## src/gmfw_pkg.sv

```systemverilog
// gmfw_pkg: shared types, constants and calendar helpers for the month
// first-weekday unit and its checker. No dependencies.
`default_nettype none

package gmfw_pkg;

    // year range accepted by the unit
    localparam logic [13:0] FIRST_YEAR = 14'd1753;
    localparam logic [13:0] MAX_YEAR   = 14'd9999;

    // first year's position in the 100 and 400 year cycles
    localparam logic [6:0] FIRST_C100 = 7'd53;
    localparam logic [8:0] FIRST_C400 = 9'd153;
    localparam logic [6:0] LAST_C100  = 7'd99;
    localparam logic [8:0] LAST_C400  = 9'd399;

    // month codes
    localparam logic [3:0] MONTH_JAN = 4'd1;
    localparam logic [3:0] MONTH_FEB = 4'd2;
    localparam logic [3:0] MONTH_APR = 4'd4;
    localparam logic [3:0] MONTH_JUN = 4'd6;
    localparam logic [3:0] MONTH_SEP = 4'd9;
    localparam logic [3:0] MONTH_NOV = 4'd11;
    localparam logic [3:0] MONTH_DEC = 4'd12;

    // day count modulus
    localparam logic [3:0] DAYS_PER_WEEK = 4'd7;

    typedef enum logic [1:0] {
        ST_IDLE,
        ST_YEARS,
        ST_MONTHS
    } t_state;

    // add a small step to a weekday residue, result modulo 7
    function automatic logic [2:0] mod7_add(input logic [2:0] a, input logic [1:0] b);
        logic [3:0] s;
        s = {1'b0, a} + {2'b00, b};
        if (s >= DAYS_PER_WEEK) begin
            s = s - DAYS_PER_WEEK;
        end
        return s[2:0];
    endfunction

    // days in a month, month in 1..12
    function automatic logic [4:0] month_days(input logic [3:0] m, input logic leap);
        logic [4:0] d;
        unique case (m)
            MONTH_FEB: d = leap ? 5'd29 : 5'd28;
            MONTH_APR, MONTH_JUN, MONTH_SEP, MONTH_NOV: d = 5'd30;
            default: d = 5'd31;
        endcase
        return d;
    endfunction

    // month length modulo 7
    function automatic logic [1:0] month_step(input logic [3:0] m, input logic leap);
        logic [1:0] s;
        unique case (m)
            MONTH_FEB: s = leap ? 2'd1 : 2'd0;
            MONTH_APR, MONTH_JUN, MONTH_SEP, MONTH_NOV: s = 2'd2;
            default: s = 2'd3;
        endcase
        return s;
    endfunction

endpackage

`default_nettype wire

```

## src/gregorian_month_first_weekday_unit.sv

```systemverilog
// gregorian_month_first_weekday_unit: top level, walks years then months
// through one shared modulo-7 adder. Depends on gmfw_pkg.
`default_nettype none

//  channel  | direction | handshake                 | payload
//  ---------+-----------+---------------------------+------------------------------------
//  in       | input     | i_in_valid / o_in_stall   | i_month_number, i_year_number
//  out      | output    | o_out_valid / i_out_stall | o_first_weekday, o_month_length,
//           |           |                           | o_leap_flag, o_range_error
//
// a valid beat walks the years from 1753 up to the query year, then the months from
// January up to the query month, and then finishes, all through the single modulo-7 adder
// an out-of-range beat gives its error result in the next cycle
// a finished result sits in the output register; a new beat is stalled while it is stalled
// reset is synchronous, active low, and clears control and walk state
module gregorian_month_first_weekday_unit
    import gmfw_pkg::*;
(
    input  wire logic        i_clk,
    input  wire logic        i_rst_n,
    input  wire logic        i_in_valid,
    output logic             o_in_stall,
    input  wire logic [3:0]  i_month_number,
    input  wire logic [13:0] i_year_number,
    output logic             o_out_valid,
    input  wire logic        i_out_stall,
    output logic [2:0]       o_first_weekday,
    output logic [4:0]       o_month_length,
    output logic             o_leap_flag,
    output logic             o_range_error
);

    t_state      r_state, n_state;
    logic [13:0] r_year_walk, n_year_walk;
    logic [2:0]  r_weekday_sum, n_weekday_sum;
    logic [3:0]  r_month_walk, n_month_walk;
    logic [6:0]  r_c100, n_c100;
    logic [8:0]  r_c400, n_c400;
    logic [13:0] r_year, n_year;
    logic [3:0]  r_month, n_month;
    logic        r_out_valid, n_out_valid;
    logic [2:0]  r_first_weekday, n_first_weekday;
    logic [4:0]  r_month_length, n_month_length;
    logic        r_leap_flag, n_leap_flag;
    logic        r_range_error, n_range_error;

    logic        in_beat;
    logic        in_bad;
    logic        slot_free;
    logic        walk_leap;
    logic        years_done;
    logic        months_done;
    logic [1:0]  add_step;
    logic [2:0]  add_sum;

    // handshake and status terms
    assign slot_free   = !r_out_valid || !i_out_stall;
    assign o_in_stall  = (r_state != ST_IDLE) || !slot_free;
    assign in_beat     = i_in_valid && !o_in_stall;
    assign in_bad      = (i_month_number < MONTH_JAN) || (i_month_number > MONTH_DEC) ||
                         (i_year_number < FIRST_YEAR) || (i_year_number > MAX_YEAR);
    assign walk_leap   = (r_year_walk[1:0] == 2'b00) && ((r_c100 != '0) || (r_c400 == '0));
    assign years_done  = (r_year_walk == r_year);
    assign months_done = (r_month_walk == r_month);

    // shared modulo-7 adder, step chosen by phase
    always_comb begin
        unique case (r_state)
            ST_YEARS:  add_step = walk_leap ? 2'd2 : 2'd1;
            ST_MONTHS: add_step = months_done ? 2'd1 : month_step(r_month_walk, walk_leap);
            default:   add_step = 2'd0;
        endcase
    end
    assign add_sum = mod7_add(r_weekday_sum, add_step);

    // next state
    always_comb begin
        n_state = r_state;
        unique case (r_state)
            ST_IDLE: begin
                if (in_beat && !in_bad) begin
                    n_state = ST_YEARS;
                end
            end
            ST_YEARS: begin
                if (years_done) begin
                    n_state = ST_MONTHS;
                end
            end
            ST_MONTHS: begin
                if (months_done && slot_free) begin
                    n_state = ST_IDLE;
                end
            end
            default: n_state = ST_IDLE;
        endcase
    end

    // datapath and output register
    always_comb begin
        n_year_walk     = r_year_walk;
        n_weekday_sum   = r_weekday_sum;
        n_month_walk    = r_month_walk;
        n_c100          = r_c100;
        n_c400          = r_c400;
        n_year          = r_year;
        n_month         = r_month;
        n_out_valid     = r_out_valid && i_out_stall;
        n_first_weekday = r_first_weekday;
        n_month_length  = r_month_length;
        n_leap_flag     = r_leap_flag;
        n_range_error   = r_range_error;
        unique case (r_state)
            ST_IDLE: begin
                if (in_beat && in_bad) begin
                    n_out_valid     = 1'b1;
                    n_first_weekday = '0;
                    n_month_length  = '0;
                    n_leap_flag     = 1'b0;
                    n_range_error   = 1'b1;
                end else if (in_beat) begin
                    n_year        = i_year_number;
                    n_month       = i_month_number;
                    n_year_walk   = FIRST_YEAR;
                    n_c100        = FIRST_C100;
                    n_c400        = FIRST_C400;
                    n_weekday_sum = '0;
                end
            end
            ST_YEARS: begin
                if (years_done) begin
                    n_month_walk = MONTH_JAN;
                end else begin
                    n_weekday_sum = add_sum;
                    n_year_walk   = r_year_walk + 14'd1;
                    n_c100        = (r_c100 == LAST_C100) ? '0 : r_c100 + 7'd1;
                    n_c400        = (r_c400 == LAST_C400) ? '0 : r_c400 + 9'd1;
                end
            end
            ST_MONTHS: begin
                if (!months_done) begin
                    n_weekday_sum = add_sum;
                    n_month_walk  = r_month_walk + 4'd1;
                end else if (slot_free) begin
                    n_out_valid     = 1'b1;
                    n_first_weekday = add_sum;
                    n_month_length  = month_days(r_month, walk_leap);
                    n_leap_flag     = walk_leap;
                    n_range_error   = 1'b0;
                end
            end
            default: ;
        endcase
    end

    // control and walk registers
    always_ff @(posedge i_clk) begin
        if (!i_rst_n) begin
            r_state       <= ST_IDLE;
            r_out_valid   <= 1'b0;
            r_year_walk   <= '0;
            r_weekday_sum <= '0;
            r_month_walk  <= '0;
        end else begin
            r_state       <= n_state;
            r_out_valid   <= n_out_valid;
            r_year_walk   <= n_year_walk;
            r_weekday_sum <= n_weekday_sum;
            r_month_walk  <= n_month_walk;
        end
    end

    // payload registers
    always_ff @(posedge i_clk) begin
        r_c100          <= n_c100;
        r_c400          <= n_c400;
        r_year          <= n_year;
        r_month         <= n_month;
        r_first_weekday <= n_first_weekday;
        r_month_length  <= n_month_length;
        r_leap_flag     <= n_leap_flag;
        r_range_error   <= n_range_error;
    end

    assign o_out_valid     = r_out_valid;
    assign o_first_weekday = r_first_weekday;
    assign o_month_length  = r_month_length;
    assign o_leap_flag     = r_leap_flag;
    assign o_range_error   = r_range_error;

endmodule

`default_nettype wire

```

## config.mk

```make
export PLATFORM = sky130hd
export DESIGN_NAME = gregorian_month_first_weekday_unit
export DESIGN_NICKNAME = d
export VERILOG_FILES = /design/src/gmfw_pkg.sv /design/src/gregorian_month_first_weekday_unit.sv
export SDC_FILE = /design/constraint.sdc
export NUM_CORES = 1
export LEC_CHECK = 0
export ABC_AREA = 1
export BUFFER_PORTS_ARGS = -buffer_cell sky130_fd_sc_hd__buf_2
export CAP_MARGIN = 20
export CORE_ASPECT_RATIO = 0.7
export CORE_MARGIN = 8
export CORE_UTILIZATION = 25
export DETAILED_ROUTE_END_ITERATION = 7
export PLACE_DENSITY_LB_ADDON = 0.08
export SLEW_MARGIN = 10
export SYNTH_ARGS = -nofsm -noshare
export SYNTH_HDL_FRONTEND = slang
export SYNTH_SLANG_ARGS = --single-unit
export TNS_END_PERCENT = 5
```

## constraint.sdc

```tcl
create_clock -name i_clk -period 3.1 [get_ports i_clk]
set_input_delay 0.465 -clock i_clk [delete_from_list [all_inputs] [get_ports i_clk]]
set_output_delay 0.465 -clock i_clk [all_outputs]
set_load 0.02 [all_outputs]
```

==> summary.md, run 1 <==
| Metric | Value |
|---|---|
| Starting density of the core | `between 20% and 30%` |
| Fin crit share | `94.8%` |
| Reg2reg path depth | `17` |
| Pwr Total | `between 3 and 4 mW` |
| Placed Area | `4680 sq um` |
| I/O Buffers | `33` |
| Status | `complete, no violations` |
| H-tree depth | `3` |
| CP Buf/Inv Count | `5` |
| Final ANT Viol Nets | `0` |
| Metal3 WL | `429 um` |
| Iteration-0 DRC Markers | `between 150 and 200` |
| Vias | `~3400` |
| Worst-Margin Slew | `about 0.69 ns` |
| Sw Pwr | `~1.1 mW` |
| Fin. Hold Viols | `0` |
| Worst r2r src | `r_c400[1]` |
| FILL cells | `about 1700` |
| Worst EP required | `around 3.2 ns` |
| Highest routed layer | `met4` |
| R2R Setup Slk | `0.16 ns` |
| Via-per-instance ratio | `4.29` |
| Leakage | `around 2.2 nW` |
| Worst hold stages | `1` |
| Combinational share of power | `30.3%` |
| Drt first pass iters | `4` |
| Max stage delay cell, worst path | `fa_1` |
| Cell internal pwr | `just over 2 mW` |
| DR WL met2 | `about 4200 um` |
| Clk pwr share | `between 30% and 40%` |
| GP Congestion | `0.778` |
| CP arrival | `3.03 ns` |
| Mapped cell area | `4050 sq um` |
| RSZ-0062 raised after global routing | `yes` |
| Number of max-cap violations | `0` |
| Antenna violations before repair | `0` |
| Ys flop type | `edfxtp_1` |
| Most frequent cell after synthesis | `nand2_1` |
| Final nets | `between 600 and 700` |
| Tot GR Track Use | `10.7%` |
| Fraction of layout cells with a size suffix above 1 | `21.8%` |
| Worst Hold End | `r_month[0]` |
| Pwr per Cell Area | `611 nW/um^2` |
| Post-synth EDFFs | `between 40 and 50` |
| Hold path startpoint | `i_month_number[0]` |
| Final Critical Period | `a little under 3 ns` |
| Clock Tree Root | `clkbuf_16` |
| Mapped Nets | `between 500 and 600` |
| Worst path top cell family by delay | `adder cells` |
| Avg WL per Cell | `13.0 um` |
| Die Y | `around 120 um` |
| Clock buffer depth | `2` |
| Die X | `roughly 170 um` |
| Critical path endpoint category | `flip-flop` |
| F_max | `about 340 MHz` |
| Num ports | `34` |
| Area delta synth->final | `25.3%` |
| Syn Inst Count | `slightly above 500` |
| Register area share after synthesis | `43.0%` |
| Synth top area share | `a little under a third` |
| Gr ovfl total | `0` |
| First-pass GRT wire length | `17300 um` |
| Worst skew pair latency | `about 0.34 ns` |
| Largest cells by area after synthesis | `edfxtp_1, dfxtp_1, nand2_1` |
| Reg power frac | `37.3%` |
| Leading area contributor after synthesis | `edfxtp_1` |
| Max incr delay on CP | `~0.52 ns` |
| Die ar. | `20600 sq um` |
| Inserted Clock Buffers | `9` |
| Final routed DRC violation total | `0` |
| Relative slew margins | `53.4%` |
| Critical path, cell by cell | `inv_2, ha_4, nand4_1, o21ai_2, o21ai_4, buf_4, buf_4, o32ai_1, nand2_1, fa_1, inv_2, ha_4, nand2_4, o21ai_4, xor2_2, inv_1, nor2_1` |
| Most frequent cells after synthesis | `nand2_1, inv_1, nor2_1, edfxtp_1, nand3_1` |
| Startpoint types | `flip-flop` |
| Largest net degree at the start of global routing | `21` |
| Final Setup Violations | `0` |
| Asr flop ratio synth | `0%` |
| Reg2reg end | `o_first_weekday[0]` |
| Crit Path Class | `reg -> reg` |
| CTS sink count | `66` |
| CTS tree | `built` |
| FP Rows | `39` |
| VDD IR-drop max | `around 0.00020 V` |
| Syn avg cell area | `~7.9 sq um` |
| Tightest Hold Check Type | `in -> reg` |
| Crit-path max FO | `4` |
| Unique cell type count in the Yosys netlist | `between 40 and 50` |
| Synth Warn # | `0` |
| Core area | `around 16000 sq um` |
| Ant. Diodes | `0` |
| Number of synthesized register bits | `66` |
| Setup Skew | `~0.0077 ns` |
| Slew Limit Fails | `0` |
| Switching share of total power | `34.0%` |
| Routed WL | `between 10000 and 15000 um` |
| WL met1 | `~5600 um` |
| Fin util | `31.5%` |
| HPWL Detailed | `7540 um` |
| Finished Cell Area | `~5000 sq um` |
| Vias in the first global route | `3367` |
| CTS clk-pin slew, worst paths | `around 0.060 ns` |
[worst max-delay path by stage]
stage | from | end | cells past startpoint
after floorplan | r_c400[0] | o_first_weekday[0] | 17
after global placement | r_c400[0] | r_weekday_sum[0] | 19
after detailed placement | r_c400[0] | r_weekday_sum[0] | 19
after CTS | r_c400[0] | r_weekday_sum[0] | 20
after global routing | r_c400[1] | r_weekday_sum[2] | 20
final | r_c400[1] | o_first_weekday[0] | 17
[kinds of logic after synthesis]
kind of cell	after synthesis	synth area share (%)
compound gates	49	7.63
xor+xnor	22	4.76
fa+ha+maj	18	5.74
buf+inv	94	9.45
flops	66	43.0
simple gates	266	29.4
[metrics by stage]
stage	cells	hold WS, ns	setup WS, ns	TNS (ns)
6_report	797	0.310	0.161	0
2_1_floorplan	515	0.474	0.117	0
3_5_place_dp	778	0.505	-0.282	-1.28
5_1_grt	797	0.296	-0.0294	-0.0718
3_3_place_gp	778	0.503	-0.105	-0.296
4_1_cts	794	0.297	0.00422	0
[cell usage in the layout, fill, tap and decap left out, types with 3 or more instances in the layout]
master / Yosys / layout
nand3_1: 35 / 34
dfxtp_1: 24 / 24
nor2_2: 1 / 3
nor3_1: 12 / 12
ha_1: 17 / 14
clkinv_1: 2 / 4
o21ai_0: 12 / 9
nor2_1: 58 / 56
a21oi_2: 8 / 8
a21oi_1: 14 / 14
o211ai_1: 3 / 3
or2_2: 5 / 5
xor2_1: 21 / 20
nand2_1: 123 / 122
edfxtp_1: 42 / 42
inv_2: 3 / 8
inv_1: 75 / 70
a31oi_1: 4 / 4
nand4_1: 19 / 19
buf_4: 2 / 42
clkbuf_16: 0 / 9
buf_2: 4 / 33
nor3b_1: 3 / 3
[metal layers]
layer | vias to the layer above | track usage, %
met5 | - | 0
met4 | 0 | 3.34
met3 | 12 | 3.34
met2 | 52 | 15.4
met1 | 1536 | 15.0
li1 | 1816 | -
[layout make-up]
cell class | count | area, sq um | area share (%)
Multi-Input combinational cell | 355 | 2020 | 39.7
Sequential cell | 66 | 1740 | 34.3
Tap cell | 205 | 256 | 5.05
Timing Repair Buffer | 75 | 480 | 9.47
Clock buffer | 11 | 233 | 4.59
Inverter | 80 | 300 | 5.92
Clock inverter | 5 | 47.5 | 0.937
[power groups by stage]
stage	Combinational [mW]	Clock, mW	Sequential (mW)
final	0.938	1.01	1.16
after global routing	1.07	1.08	1.18
after CTS	0.898	1.04	1.16
after detailed placement	0.889	0	1.18
after global placement	0.895	0	1.18
after floorplan	0.563	0	1.18
[worst reg2reg max path, cell delays in order (launching register included)]
cell and delay [ns]:
edfxtp_1 0.39, inv_2 0.10, ha_4 0.12, nand4_1 0.08
o21ai_2 0.20, o21ai_4 0.10, buf_4 0.14, buf_4 0.14
o32ai_1 0.14, nand2_1 0.14, fa_1 0.52, inv_2 0.06
ha_4 0.17, nand2_4 0.06, o21ai_4 0.07, xor2_2 0.19
inv_1 0.06, nor2_1 0.03
[flip-flops by register name, summed over array words and instances, names as in the netlist, 4 cells and up]
| register | count |
|---|---|
| r_c100 | 7 |
| r_c400 | 9 |
| r_month | 4 |
| r_month_walk | 4 |
| r_year | 14 |
| r_year_walk | 14 |
[timing repair]
| action | 4_1_cts | 5_1_grt |
|---|---|---|
| endpoints found under the setup margin | 6 | 6 |
| buffers inserted | 0 | 3 |
| hold buffers | 0 | 0 |
| pin swaps | 0 | 19 |
| gates resized for setup | 4 | 23 |
| gates cloned | 0 | 0 |
Power figures use the tool's default switching activity.
==> run 2: changes to the inputs <==
- CORE_MARGIN: 8 -> not set
==> summary.md, run 2 (synthesis results as in run 1) <==
| Metric | Value |
|---|---|
| Status | `complete, no violations` |
| Clock Tree Root | `clkbuf_16` |
| Critical path, cell by cell | `inv_2, ha_4, nand4_1, o21ai_2, o21ai_2, nand2_1, nand4_1, a21boi_2, ha_2, inv_2, fa_1, inv_1, ha_2, nand2_1, o21ai_2, xor2_1, nand2_1, nand3_1, nand2_1, nor2_1` |
| Critical path endpoint category | `flip-flop` |
| Die Y | `109 um` |
| Leakage | `between 2 and 2.5 nW` |
| Reg2reg end | `r_weekday_sum[0]` |
| Beginning of the critical path | `r_c400[1]` |
| Area delta synth->final | `24.1%` |
| Slew Limit Fails | `0` |
| Avg WL per Cell | `roughly 13 um` |
| Crit-path most repeated cell | `nand2_1` |
| Worst skew pair latency | `0.34 ns` |
| Fin crit share | `just under 100%` |
| Fin. Hold Viols | `0` |
| Tot GR Track Use | `a little over an eighth` |
| Relative slew margins | `52.5%` |
| Worst r2r src | `r_c400[1]` |
| Final hold slack | `roughly 0.32 ns` |
| Die ar. | `~17000 sq um` |
| Setup Skew | `around 0.0097 ns` |
| Final routed DRC violation total | `0` |
| Largest net degree at the start of global routing | `21` |
| Worst-Margin Slew | `0.712 ns` |
| Tightest Hold Check Type | `in -> reg` |
| Number of max-cap violations | `0` |
| Num ports | `34` |
| Pwr per Cell Area | `617 nW/um^2` |
| Fin util | `between 30% and 40%` |
| VDD IR-drop max | `about 0.00024 V` |
| CTS sink count | `between 60 and 70` |
| CP arrival | `~3.3 ns` |
| Worst Hold End | `r_month[0]` |
| F_max | `329 MHz` |
| Startpoint types | `flip-flop` |
| Worst EP required | `roughly 3.4 ns` |
| CTS clk-pin slew, worst paths | `about 0.06 ns` |
| Fraction of layout cells with a size suffix above 1 | `between 20% and 30%` |
| Vias in the first global route | `around 3300` |
| Max incr delay on CP | `about 0.42 ns` |
| Gr ovfl total | `0` |
| Reg2reg path depth | `20` |
| Final Setup Violations | `0` |
| Reg power frac | `a little under two fifths` |
| Max stage delay cell, worst path | `fa_1` |
| Via-per-instance ratio | `~4.4` |
| CTS tree | `built` |
| Hold Buf Count CTS | `0` |
| R2R Setup Slk | `between 0.06 and 0.07 ns` |
| Most frequent cells in the layout | `nand2_1, inv_1, nor2_1, edfxtp_1, buf_4` |
| Drt first pass iters | `4` |
| GP Congestion | `between 0.7 and 0.8` |
| Starting density of the core | `roughly a quarter` |
| Antenna violations before repair | `0` |
| Routed WL | `~10000 um` |
| Crit-path max FO | `4` |
| RSZ-0062 raised after global routing | `yes` |
| Sw Pwr | `roughly 1 mW` |
| Final ANT Viol Nets | `0` |
| Switching share of total power | `between 30% and 40%` |
| Worst hold stages | `1` |
| First-pass GRT wire length | `about 17000 um` |
| Core area | `15600 sq um` |
| I/O Buffers | `33` |
| FP Rows | `38` |
| Biggest regs | `r_year x14, r_year_walk x14, r_c400 x9` |
| Final nets | `625` |
| Finished Cell Area | `a little over 5000 sq um` |
| Inserted Clock Buffers | `9` |
| H-tree depth | `3` |
| Iteration-0 DRC Markers | `179` |
| Ant. Diodes | `0` |
| Final Critical Period | `about 3.0 ns` |
| Hold path startpoint | `i_month_number[0]` |
| Die X | `roughly 150 um` |
| Vias | `~3400` |
| Placed Area | `between 4000 and 5000 sq um` |
| Combinational share of power | `about 29%` |
| HPWL Detailed | `about 7300 um` |
| Clock buffer depth | `2` |
| Commonest non-fill, non-tap cell in the layout | `nand2_1` |
| Cell internal pwr | `about 2.1 mW` |
| Crit Path Class | `reg -> reg` |
| Clk pwr share | `between 30% and 40%` |
run 2: how the worst max path moves through the flow:
stage	endpoint	slack, ns	cells after the start
final	r_weekday_sum[0]	0.07	20
after floorplan	o_first_weekday[0]	0.12	17
after CTS	r_weekday_sum[0]	0.009	20
after global placement	o_first_weekday[0]	-0.11	17
after detailed placement	r_weekday_sum[0]	-0.33	19
after global routing	r_weekday_sum[0]	-0.24	20
run 2: per-stage QoR:
step           setup TNS (ns)  power, mW  setup WS, ns  cells
2_1_floorplan               0       1.74         0.117    515
3_3_place_gp           -0.320       2.05        -0.113    771
3_5_place_dp            -1.51       2.06        -0.327    771
4_1_cts                     0       3.13       0.00925    787
5_1_grt                -0.822       3.31        -0.238    790
6_report                    0       3.10        0.0650    790
run 2: routing by layer:
metal	GRT usage (%)	up-vias	wire, um
li1	-	1815	-
met1	18.3	1561	5340
met2	19.1	57	4120
met3	3.85	11	490
met4	4.07	0	117
met5	0	-	0
run 2: worst max-delay path: cells and delay by family (launching register included):
family,cells,cell delay (ns)
flip-flops,1,0.40
adder cells (fa/ha/maj),4,0.92
AND/OR/NAND/NOR,8,0.66
AO/OA/AOI/OAI,4,0.57
buffers and inverters,3,0.23
XOR/XNOR,1,0.22
run 2: power groups by stage:
stage               Combinational [mW]  Clock, mW  Sequential, mW
finish                           0.898       1.04            1.16
CTS                              0.889       1.08            1.16
detailed placement               0.880          0            1.18
global placement                 0.878          0            1.18
global route                      1.03       1.11            1.18
floorplan                        0.563          0            1.18
run 2: final cells by class:
cell class	instances	area (sq um)
Inverter	80	300
Clock buffer	15	299
Fill cell	1660	10600
Sequential cell	66	1740
Multi-Input combinational cell	355	1970
Tap cell	200	250
Clock inverter	1	5.00
Timing Repair Buffer	73	465
run 2: repair_timing:
action,CTS,global route
setup buffers,0,3
setup endpoints to repair,6,6
resized for setup,6,10
pin swaps,1,10
hold endpoints to repair,0,0
